<file path="config.mk">
export PLATFORM = sky130hd
export DESIGN_NAME = pci_ctrl
export DESIGN_NICKNAME = d
export VERILOG_FILES = /design/src/hdl/pci_pkg.sv /design/src/hdl/pci_ctrl.sv
export SDC_FILE = /design/constraint.sdc
export NUM_CORES = 1
export LEC_CHECK = 0
export BUFFER_PORTS_ARGS = -buffer_cell sky130_fd_sc_hd__buf_2
export CAP_MARGIN = 40
export CORE_AREA = 2 2 39 41
export DETAILED_ROUTE_END_ITERATION = 16
export DIE_AREA = 0 0 41 43
export PLACE_DENSITY = 0.37
export SLEW_MARGIN = 20
export SYNTH_ARGS = -nofsm -noshare
export SYNTH_HDL_FRONTEND = slang
export SYNTH_SLANG_ARGS = --single-unit
</file>
<file path="constraint.sdc">
create_clock -name clk -period 1.75 [get_ports clk]
set_clock_uncertainty 0.05 [all_clocks]
set_input_delay 0.0875 -clock clk [delete_from_list [all_inputs] [get_ports clk]]
set_output_delay 0.0875 -clock clk [all_outputs]
set_load 0.05 [all_outputs]
</file>
<file path="src/hdl/pci_pkg.sv">
// Shared types, constants and helpers for the palette color index block.
// Used by pci_ctrl, pci_dpath and palette_color_index_top. No dependencies.
`default_nettype none

package pci_pkg;

  // Palette geometry
  localparam int MAX_COLORS = 256;
  localparam int PAL_DEPTH  = 256;
  localparam int ADDR_W     = 8;
  localparam int CNT_W      = 9;
  localparam int CAP_LOG2   = $clog2(MAX_COLORS);
  localparam int COLOR_W    = 32;
  localparam int BPI_W      = 4;
  localparam int DIST_W     = 11;

  localparam logic [BPI_W-1:0]  BPI_RESET  = 4'd8;
  localparam logic [CNT_W-1:0]  CAP_LIMIT  = CNT_W'(MAX_COLORS);
  localparam logic [DIST_W-1:0] NEAR_LIMIT = DIST_W'(4);

  // Item kinds
  typedef enum logic [1:0] {
    MODE_LOOKUP = 2'd0,
    MODE_SET    = 2'd1,
    MODE_CLEAR  = 2'd2
  } pci_mode_t;

  // Controller states
  typedef enum logic [1:0] {
    ST_IDLE,
    ST_SCAN,
    ST_SET_RD,
    ST_DONE
  } pci_state_t;

  // Controller to datapath
  typedef struct packed {
    logic start;    // capture input item, reset search
    logic scan_rd;  // read next palette entry of the search
    logic set_rd;   // read the slot named by a set item
    logic commit;   // update state, load output register
  } pci_cmd_t;

  // Datapath to controller
  typedef struct packed {
    logic scan_end; // all used entries issued
  } pci_stat_t;

  // Doubled sum of per-channel absolute differences
  function automatic logic [DIST_W-1:0] color_dist(input logic [COLOR_W-1:0] a,
                                                   input logic [COLOR_W-1:0] b);
    logic [7:0]        x;
    logic [7:0]        y;
    logic [DIST_W-1:0] sum;
    sum = '0;
    for (int ch = 0; ch < 4; ch++) begin
      x = a[ch*8 +: 8];
      y = b[ch*8 +: 8];
      sum = sum + DIST_W'((x > y) ? (x - y) : (y - x));
    end
    return DIST_W'({sum[DIST_W-2:0], 1'b0});
  endfunction

endpackage

`default_nettype wire

</file>
<file path="src/hdl/pci_ctrl.sv">
// Controller state machine for the palette color index block.
// Depends on pci_pkg; drives pci_dpath through pci_cmd_t commands.
`default_nettype none

module pci_ctrl
  import pci_pkg::*;
(
  input  wire logic       clk,
  input  wire logic       rst,
  input  wire logic       in_valid,
  output logic            in_stall,
  input  wire logic [1:0] mode,
  output logic            out_valid,
  input  wire logic       out_stall,
  input  wire pci_stat_t  stat,
  output pci_cmd_t        cmd
);

  pci_state_t state;
  pci_state_t state_next;
  logic       out_valid_next;

  // State and output-valid registers
  always_ff @(posedge clk) begin
    if (rst) begin
      state     <= ST_IDLE;
      out_valid <= 1'b0;
    end else begin
      state     <= state_next;
      out_valid <= out_valid_next;
    end
  end

  // Next state and commands
  always_comb begin
    state_next = state;
    cmd        = '0;
    in_stall   = 1'b1;
    case (state)
      ST_IDLE: begin
        in_stall = 1'b0;
        if (in_valid) begin
          cmd.start = 1'b1;
          if (mode == MODE_LOOKUP) begin
            state_next = ST_SCAN;
          end else if (mode == MODE_SET) begin
            state_next = ST_SET_RD;
          end else begin
            state_next = ST_DONE;
          end
        end
      end
      ST_SCAN: begin
        // last compare lands on the edge that leaves this state
        if (stat.scan_end) begin
          state_next = ST_DONE;
        end else begin
          cmd.scan_rd = 1'b1;
        end
      end
      ST_SET_RD: begin
        cmd.set_rd = 1'b1;
        state_next = ST_DONE;
      end
      ST_DONE: begin
        if (!out_valid || !out_stall) begin
          cmd.commit = 1'b1;
          state_next = ST_IDLE;
        end
      end
      default: begin
        state_next = ST_IDLE;
      end
    endcase
  end

  // Output register occupancy
  always_comb begin
    if (cmd.commit) begin
      out_valid_next = 1'b1;
    end else if (!out_stall) begin
      out_valid_next = 1'b0;
    end else begin
      out_valid_next = out_valid;
    end
  end

endmodule

`default_nettype wire

</file>
==> results of run 1 <==
## placed cells by master (no fill, tap or decap), types with 2 or more instances in the layout
cell type   n
ha_1        4
clkbuf_4    3
a31oi_1     2
nor2_1      3
buf_2      12
mux2_1      2
dfxtp_1     3
inv_1       5
## layout make-up
| cell class | instances | area, sq um | area share |
|---|---|---|---|
| clock buffer | 4 | 26.28 | 0.07721 |
| inverter | 5 | 18.77 | 0.05515 |
| multi-input combinational | 18 | 147.6 | 0.4338 |
| sequential | 3 | 60.06 | 0.1765 |
| tap | 16 | 20.02 | 0.05882 |
| timing repair buffer | 13 | 67.56 | 0.1985 |
## per-layer routing
metal  track usage  part of all wire
met1       0.04808              0.39
met2        0.1094              0.52
met3       0.03141             0.083
met4       0.06000                 0
met5             0                 0
## logic make-up after synthesis
kind of cell	after synthesis	synth area share
buffers and inverters	6	0.1135
and+or+nand+nor	6	0.1297
DFF	3	0.2595
muxes	2	0.09729
adders and majority gates	4	0.2162
AOI/OAI and AO/OA	6	0.1838
## state kept, by name (all words and copies together), names as in the netlist
name	count
state	2
out_valid	1
## report_power, final
| part | switching, uW | total, uW | internal (uW) |
|---|---|---|---|
| Sequential | 20.7 | 117 | 96.4 |
| Combinational | 303 | 451 | 148 |
| Clock | 34.2 | 120 | 85.3 |
## worst max-delay path by stage
stage / startpoint / end / slack (ps) / cells past startpoint
6_report: state[1] / state[1] / 160 / 5
5_1_grt: state[1] / state[1] / 70 / 5
3_5_place_dp: state[1] / state[1] / 150 / 5
4_1_cts: state[1] / state[1] / 140 / 5
3_3_place_gp: state[1] / state[1] / 130 / 5
2_1_floorplan: state[1] / state[0] / 40 / 5
## per-stage QoR
| step | instance area, sq um | cells |
|---|---|---|
| floorplan | 234.0 | 27 |
| global route | 340.3 | 59 |
| global placement | 314.1 | 55 |
| detailed placement | 314.1 | 55 |
| finish | 340.3 | 59 |
| CTS | 340.3 | 59 |
## worst max-delay path, cell delays in order (launching register included)
cell and delay (ps):
dfxtp_1 340, inv_1 80, ha_1 170, nor2b_2 150, a311o_1 350, mux2_1 320
==> impl_metrics.csv, run 1 <==
group,metric,value,unit
run_status,status,"completed",
timing,post-route-period-util,0.9067,
logic_synthesis,yosys_most_used_dff,"dfxtp_1",
logic_synthesis,synth.distinct_cells,13,
final_layout,area_delta_synth_final,47.03,%
route,drc,0,
job,maxCapViolCount,0,
timing,max_freq,0.6302,GHz
setup_path,r2r_slack,160,ps
cts,cts_setup_buffers,0,
timing,whs,21.45,ps
logic_synthesis,synth.most_common_cell,"inv_1",
timing,relSlewSlack,0.8358,
timing,setup_violations,0,
logic_synthesis,avgSynthCellArea,8.573,sq um
timing,period_needed,1587,ps
power_and_ir_drop,finalPower,687.6,uW
cts,clkSlewWorstSetupHoldPaths,40,ps
placed_design,hpwl,390.6,microns
route,vias_per_cell,3.831,
global_route,grt_max_degree,6,
logic_synthesis,syn_inst,27,
worst_hold_path,hold_end,"out_valid",
worst_hold_path,min_path_cells,2,
global_route,grt_pass1_vias,221,
cts,h-tree-depth,1,
route,vias,226,
timing,worst_pin_slew,248.0,ps
final_layout,utilization,0.2459,
cts,cts_resized,0,
logic_synthesis,synth_warnings,0,
logic_synthesis,synthTopCellsByArea,"dfxtp_1 26%, ha_1 22%, mux2_1 9.7%",
cts,cts_tree,"built",
logic_synthesis,synth_nets,38,
floorplan,dieArea,1763,sq um
route,ant_nets,0,
setup_path,crit_required,1810,ps
floorplan,die_x,41,microns
power_and_ir_drop,p_leak,0.0001868,uW
timing,rsz0062_at_grt,"no",
setup_path,r2r-end,"state[1]",
floorplan,ioPinCount,13,
power_and_ir_drop,power.density,2020,nW/um^2
cts,clk_path_buf_depth,2,
floorplan,rows,14,
final_layout,num-fill-cells,163,
worst_hold_path,hold_class,"in2reg",
power_and_ir_drop,irDropWorstVdd,0.3146,mV
timing,setup_slack,163.2,ps
floorplan,dieHeight,43,microns
final_layout,drive_above_1_share,0.3953,
logic_synthesis,synth.ff_latch_count,3,
timing,tns,0,ps
global_route,grt_pass1_wl,717,microns
setup_path,critPathCaptureType,"register",
cts,cts.sinks,3,
logic_synthesis,synth-edff-count,0,
route,drt-wirelength-per-cell,7.576,microns
logic_synthesis,synth_common_cells,"5 x inv_1, 4 x ha_1, 3 x dfxtp_1, 3 x nor2_1",
logic_synthesis,yosysSeqAreaShare,0.2595,
setup_path,crit_path_start_kind,"register",
setup_path,cp.arrival,1650,ps
cts,cts_made_buffers,3,
global_route,grt-ovfl-total,0,
floorplan,core,1384,sq um
setup_path,path_class,"reg2reg",
route,wl,447,microns
worst_hold_path,min_from,"rst",
route,dr.pass1.iters,1,
logic_synthesis,netlist_area,231.5,sq um
placed_design,portBuffers,12,
logic_synthesis,yosysTopAreaCell,"dfxtp_1",
logic_synthesis,async_flop_share,0,
final_layout,final_nets,55,
global_route,grt_antenna_before_repair,0,
route,drt_iter0_drc,0,
cts,cts_root_buf,"clkbuf_4",
cts,hold_buffers,0,
placed_design,dpl_worst_slack,153.4,ps
setup_path,path_max_fanout,3,
setup_path,crit-reg2reg-launch,"state[1]",
setup_path,r2r_cells,5,
floorplan,initial_core_util,0.1673,
timing,finalHoldViolations,0,
timing,final-max-slew-violation-count,0,
global_route,track_usage,0.06520,
cts,insertion_delay,230,ps
logic_synthesis,netlist.area_leader.share,0.2595,
final_layout,antenna_cells,0,
placed_design,gp_congestion,0.5911,
No activity file was read; power rests on OpenSTA's default activity.
==> run 2, diff against run 1 <==
--- a/config.mk
+++ b/config.mk
@@ -8,6 +8,7 @@
 export BUFFER_PORTS_ARGS = -buffer_cell sky130_fd_sc_hd__buf_2
 export CAP_MARGIN = 40
 export CORE_AREA = 2 2 39 41
+export CTS_BUF_LIST = sky130_fd_sc_hd__clkbuf_8
 export DETAILED_ROUTE_END_ITERATION = 16
 export DIE_AREA = 0 0 41 43
 export PLACE_DENSITY = 0.37
==> run 2 against run 1 <==
Sequential power is essentially flat. Sequential cell count did not move. Global-route usage is 0.70 points higher. Non-clock buffer count did not move. Register-to-register slack about the same. Clock power is 60% higher. Count of clock-buffer cells in the layout fell by 1. Fmax hardly changed. Utilization grew 1.4 points. Final area is 5.5% higher. Critical endpoint unchanged. Largest cell class unchanged.
==> impl_metrics.csv, run 2 (synthesis gave the netlist of run 1 again) <==
group,metric,value,unit
global_route,grt_pass1_wl,779,microns
power_and_ir_drop,p_sw,367.9,uW
timing,post-route-period-util,0.9059,
final_layout,largest_reg_flops,2,
route,drt-wirelength-per-cell,7.932,microns
route,ant_nets,0,
placed_design,portBuffers,12,
floorplan,rows,14,
cts,cts_made_buffers,3,
cts,cts.sinks,3,
setup_path,r2r_cells,5,
timing,period_needed,1585,ps
setup_path,crit_required,1790,ps
final_layout,reg.largest.list,"state: 2 flops, out_valid: 1 flops",
power_and_ir_drop,clkPwrFrac,0.252,
setup_path,cp.arrival,1630,ps
final_layout,final_cell_mix,"12 x buf_2, 6 x inv_1, 4 x ha_1",
cts,cts_tree,"built",
floorplan,core,1384,sq um
cts,cts_setup_buffers,0,
global_route,grt_pass1_vias,229,
placed_design,hpwl,390.6,microns
timing,finalHoldViolations,0,
final_layout,utilization,0.2595,
final_layout,final_nets,55,
global_route,grt_max_degree,6,
setup_path,r2r-end,"state[1]",
cts,clkSlewWorstSetupHoldPaths,30,ps
timing,max_freq,0.6308,GHz
final_layout,stdcell_count,59,
final_layout,drive_above_1_share,0.3953,
route,vias,229,
timing,worst_pin_slew,248.0,ps
worst_hold_path,min_path_cells,2,
final_layout,area_delta_synth_final,55.13,%
setup_path,path_max_fanout,3,
setup_path,crit-reg2reg-launch,"state[1]",
floorplan,initial_core_util,0.1673,
timing,tns,0,ps
worst_hold_path,hold_class,"in2reg",
placed_design,gp_congestion,0.5911,
setup_path,critPathCaptureType,"register",
power_and_ir_drop,seqPwrFrac,0.154,
final_layout,ff_latch_area,60.06,sq um
final_layout,multi_input_area,147.6,sq um
final_layout,num-fill-cells,161,
floorplan,dieHeight,43,microns
power_and_ir_drop,switching_share,0.4834,
timing,relSlewSlack,0.8358,
cts,h-tree-depth,1,
global_route,grt_antenna_before_repair,0,
final_layout,final_common_cell,"buf_2",
power_and_ir_drop,p_comb_frac,0.594,
timing,rsz0062_at_grt,"no",
cts,clk_path_buf_depth,2,
timing,whs,41.73,ps
run_status,status,"completed",
route,wl,468,microns
final_layout,antenna_cells,0,
route,vias_per_cell,3.881,
floorplan,die_x,41,microns
power_and_ir_drop,irDropWorstVdd,0.3630,mV
power_and_ir_drop,finalPower,761.0,uW
setup_path,path_class,"reg2reg",
timing,final-max-slew-violation-count,0,
route,drt_iter0_drc,0,
cts,insertion_delay,210,ps
global_route,grt-ovfl-total,0,
worst_hold_path,min_from,"rst",
floorplan,dieArea,1763,sq um
floorplan,ioPinCount,13,
route,drc,0,
setup_path,r2r_slack,160,ps
cts,hold_buffers,0,
job,maxCapViolCount,0,
cts,cts_root_buf,"clkbuf_8",
power_and_ir_drop,power.internal,393.1,uW
power_and_ir_drop,power.density,2119,nW/um^2
global_route,track_usage,0.07222,
final_layout,largest_register,"state",
placed_design,place_inst,55,
cts,cts_resized,0,
route,dr.pass1.iters,1,
timing,setup_violations,0,
worst_hold_path,hold_end,"out_valid",
power_and_ir_drop,p_leak,0.0001987,uW
setup_path,crit_path_start_kind,"register",
-- run 2: cell types whose count changed in the layout (fill, tap and decap cells not counted), sizes merged --
cell    change
clkbuf      -1
inv         +1
-- run 2: worst max path at each step --
| stage | from | to | slack (ps) | depth (start not counted) |
|---|---|---|---|---|
| global route | state[1] | state[1] | 60 | 5 |
| floorplan | state[1] | state[0] | 40 | 5 |
| CTS | state[1] | state[0] | 140 | 5 |
| detailed placement | state[1] | state[1] | 150 | 5 |
| global placement | state[1] | state[1] | 130 | 5 |
| finish | state[1] | state[1] | 160 | 5 |
-- run 2: layout make-up --
| cell class | instances | area share |
|---|---|---|
| inverter | 5 | 0.05226 |
| timing repair buffer | 13 | 0.1882 |
| multi-input combinational | 18 | 0.4112 |
| tap | 16 | 0.05575 |
| clock buffer | 3 | 0.1150 |
| clock inverter | 1 | 0.01045 |
| sequential | 3 | 0.1672 |
-- run 2: metal layers --
layer,vias to the layer above,global-route usage,routed length (microns)
li1,123,-,-
met1,99,0.05128,181
met2,7,0.1188,249
met3,0,0.04712,37
met4,0,0.06000,0
met5,-,0,0
-- run 2: power by group through the flow --
stage	registers [uW]	logic [uW]	clock network [uW]
after floorplan	125	357	0
after global placement	118	466	0
after detailed placement	119	460	0
after CTS	118	462	198
after global routing	121	504	205
final	117	452	192
-- run 2: metrics by stage --
stage                     area (sq um)  worst slack, ps
after floorplan                  234.0            44.12
after global placement           314.1            129.4
after detailed placement         314.1            153.4
after CTS                        359.1            139.1
after global routing             359.1            64.55
final                            359.1            164.7
-- run 2: critical path, stage by stage, from the launching register on --
cell	delay, ps
dfxtp_1	340
inv_1	80
ha_1	170
nor2b_2	150
a311o_1	350
mux2_1	320
==> run 3, diff against run 2 <==
--- a/config.mk
+++ b/config.mk
@@ -7,11 +7,13 @@
 export LEC_CHECK = 0
 export BUFFER_PORTS_ARGS = -buffer_cell sky130_fd_sc_hd__buf_2
 export CAP_MARGIN = 40
+export CELL_PAD_IN_SITES_DETAIL_PLACEMENT = 0
+export CELL_PAD_IN_SITES_GLOBAL_PLACEMENT = 1
 export CORE_AREA = 2 2 39 41
 export CTS_BUF_LIST = sky130_fd_sc_hd__clkbuf_8
 export DETAILED_ROUTE_END_ITERATION = 16
 export DIE_AREA = 0 0 41 43
-export PLACE_DENSITY = 0.37
+export PLACE_DENSITY = 0.51
 export SLEW_MARGIN = 20
 export SYNTH_ARGS = -nofsm -noshare
 export SYNTH_HDL_FRONTEND = slang
==> constraint.sdc (replaced) <==
create_clock -name clk -period 1.37 [get_ports clk]
set_clock_uncertainty 0.05 [all_clocks]
set_input_delay 0.0685 -clock clk [delete_from_list [all_inputs] [get_ports clk]]
set_output_delay 0.0685 -clock clk [all_outputs]
set_load 0.05 [all_outputs]
==> run 3 against run 2 <==
The flow now finishes with violations (setup timing). Register-to-register slack worse by 270 ps. Sequential power up 61%. Fmax up 7.2%. Hold slack worse by 31 ps. Sequential cell count unchanged. Critical endpoint is now state[0]. Largest power group unchanged. Highest routed layer unchanged.
==> impl_metrics.csv, run 3 (synthesis gave the netlist of run 1 again) <==
group,metric,value,unit
run_status,status,"finished, violations left",
run_status,violations,"setup timing",
timing,relSlewSlack,0.8341,
global_route,top_usage_layer,"met2",
setup_path,path_max_fanout,3,
global_route,gr-usage-met2,0.1313,
power_and_ir_drop,power.density,2657,nW/um^2
final_layout,final_cell_mix,"9 x buf_2, 4 x inv_1, 4 x buf_4",
route,drt_iter0_drc,0,
setup_path,worstPathCellList,"inv_4, ha_4, nor2b_4, a311o_1, mux2_1",
cts,clkSlewWorstSetupHoldPaths,30,ps
cts,hold_buffers,0,
timing,tns,-215.6,ps
timing,period_needed,1479,ps
timing,finalHoldViolations,0,
final_layout,largest_reg_flops,2,
route,ant_nets,0,
setup_path,path_class,"reg2reg",
global_route,grt_util_met3,0.04712,
global_route,grt_max_degree,6,
cts,cts.sinks,3,
final_layout,antenna_cells,0,
cts,clk_path_buf_depth,2,
timing,setup_slack,-109.1,ps
global_route,track_usage,0.08225,
final_layout,final_nets,57,
cts,h-tree-depth,1,
job,maxCapViolCount,0,
cts,cts_tree,"built",
final_layout,final_common_cell,"buf_2",
setup_path,critPathCaptureType,"register",
route,dr.pass1.iters,1,
floorplan,dieHeight,43,microns
floorplan,ioPinCount,13,
placed_design,portBuffers,12,
setup_path,cp_slowest_cell,"dfxtp_4",
placed_design,place_area,364.1,sq um
setup_path,cp.arrival,1520,ps
route,vias,241,
route,drc,0,
floorplan,dieArea,1763,sq um
timing,worst_pin_slew,250.5,ps
floorplan,initial_core_util,0.1673,
final_layout,reg.largest.list,"state: 2 flops, out_valid: 1 flops",
timing,post-route-period-util,1.080,
cts,cts_made_buffers,3,
global_route,met1_usage,0.07051,
setup_path,path_buf_inv,1,
floorplan,core,1384,sq um
route,drt-wirelength-per-cell,8.967,microns
timing,setup_violations,2,
power_and_ir_drop,irDropWorstVdd,0.6537,mV
setup_path,worst_path_largest_cell_delay,350,ps
placed_design,gp_congestion,0.6630,
global_route,grt-ovfl-total,0,
global_route,grt_antenna_before_repair,0,
placed_design,hpwl,495,microns
timing,final-max-slew-violation-count,0,
setup_path,crit_required,1410,ps
route,vias_per_cell,3.951,
final_layout,stdcell_area,425.4,sq um
floorplan,rows,14,
power_and_ir_drop,p_leak,0.0002154,uW
final_layout,largest_register,"state",
route,wl,547,microns
worst_hold_path,hold_class,"in2reg",
final_layout,area_delta_synth_final,83.78,%
setup_path,critical-path-top-delay-family,"flip-flops",
final_layout,drive_above_1_share,0.5556,
cts,cts_root_buf,"clkbuf_8",
placed_design,dpl_worst_slack,-179.4,ps
global_route,grt_pass1_wl,903,microns
global_route,grt_pass1_vias,241,
floorplan,die_x,41,microns
cts,insertion_delay,210,ps
setup_path,crit_path_start_kind,"register",
timing,rsz0062_at_grt,"yes",
timing,max_freq,0.6761,GHz
run 3: cell count changes in the layout (fill, tap and decap cells not counted), sizes merged:
| cell | before | now |
|---|---|---|
| buf | 13 | 14 |
| clkbuf | 3 | 4 |
run 3: repair_timing:
item / CTS / global route
buffers inserted: 0 / 0
pin swaps: 1 / 0
endpoints found under the hold margin: 0 / 0
endpoints found under the setup margin: 4 / 5
gates resized for setup: 4 / 3
cloned: 0 / 0
run 3: final cells by class:
class	count	area (sq um)
Fill cell	152	958.4
Multi-Input combinational cell	18	177.7
Timing Repair Buffer	15	93.84
Sequential cell	3	67.56
Clock buffer	3	41.29
Inverter	5	21.27
Tap cell	16	20.02
Clock inverter	1	3.754
run 3: path summary, 6_finish.rpt:
path | slack (ps) | end | cells after the start | from
max | -110 | state[0] | 5 | state[1]
min | 10 | out_valid | 2 | rst
max reg2reg | -110 | state[0] | 5 | state[1]
min reg2reg | 480 | out_valid | 2 | out_valid
run 3: routing by layer:
layer,part of all wire,vias up
met5,0,-
met4,0,0
met3,0.095,0
met2,0.54,10
met1,0.36,107
li1,-,124
run 3: report_power, final:
| group | switching (uW) | internal (uW) |
|---|---|---|
| sequential | 46.2 | 142 |
| combinational | 424 | 276 |
| clock | 52.1 | 190 |
| total | 522 | 608 |
run 3: through the flow:
stage | utilization | std cells | hold WS (ps) | total power, uW
2_1_floorplan | - | 27 | 90.88 | 701.6
3_3_place_gp | 0.2631 | 57 | 237.6 | 845.0
3_5_place_dp | 0.2631 | 57 | 234.8 | 862.3
4_1_cts | 0.3011 | 61 | 11.51 | 1130
5_1_grt | 0.3074 | 61 | 5.966 | 1233
6_report | 0.3074 | 61 | 10.28 | 1130
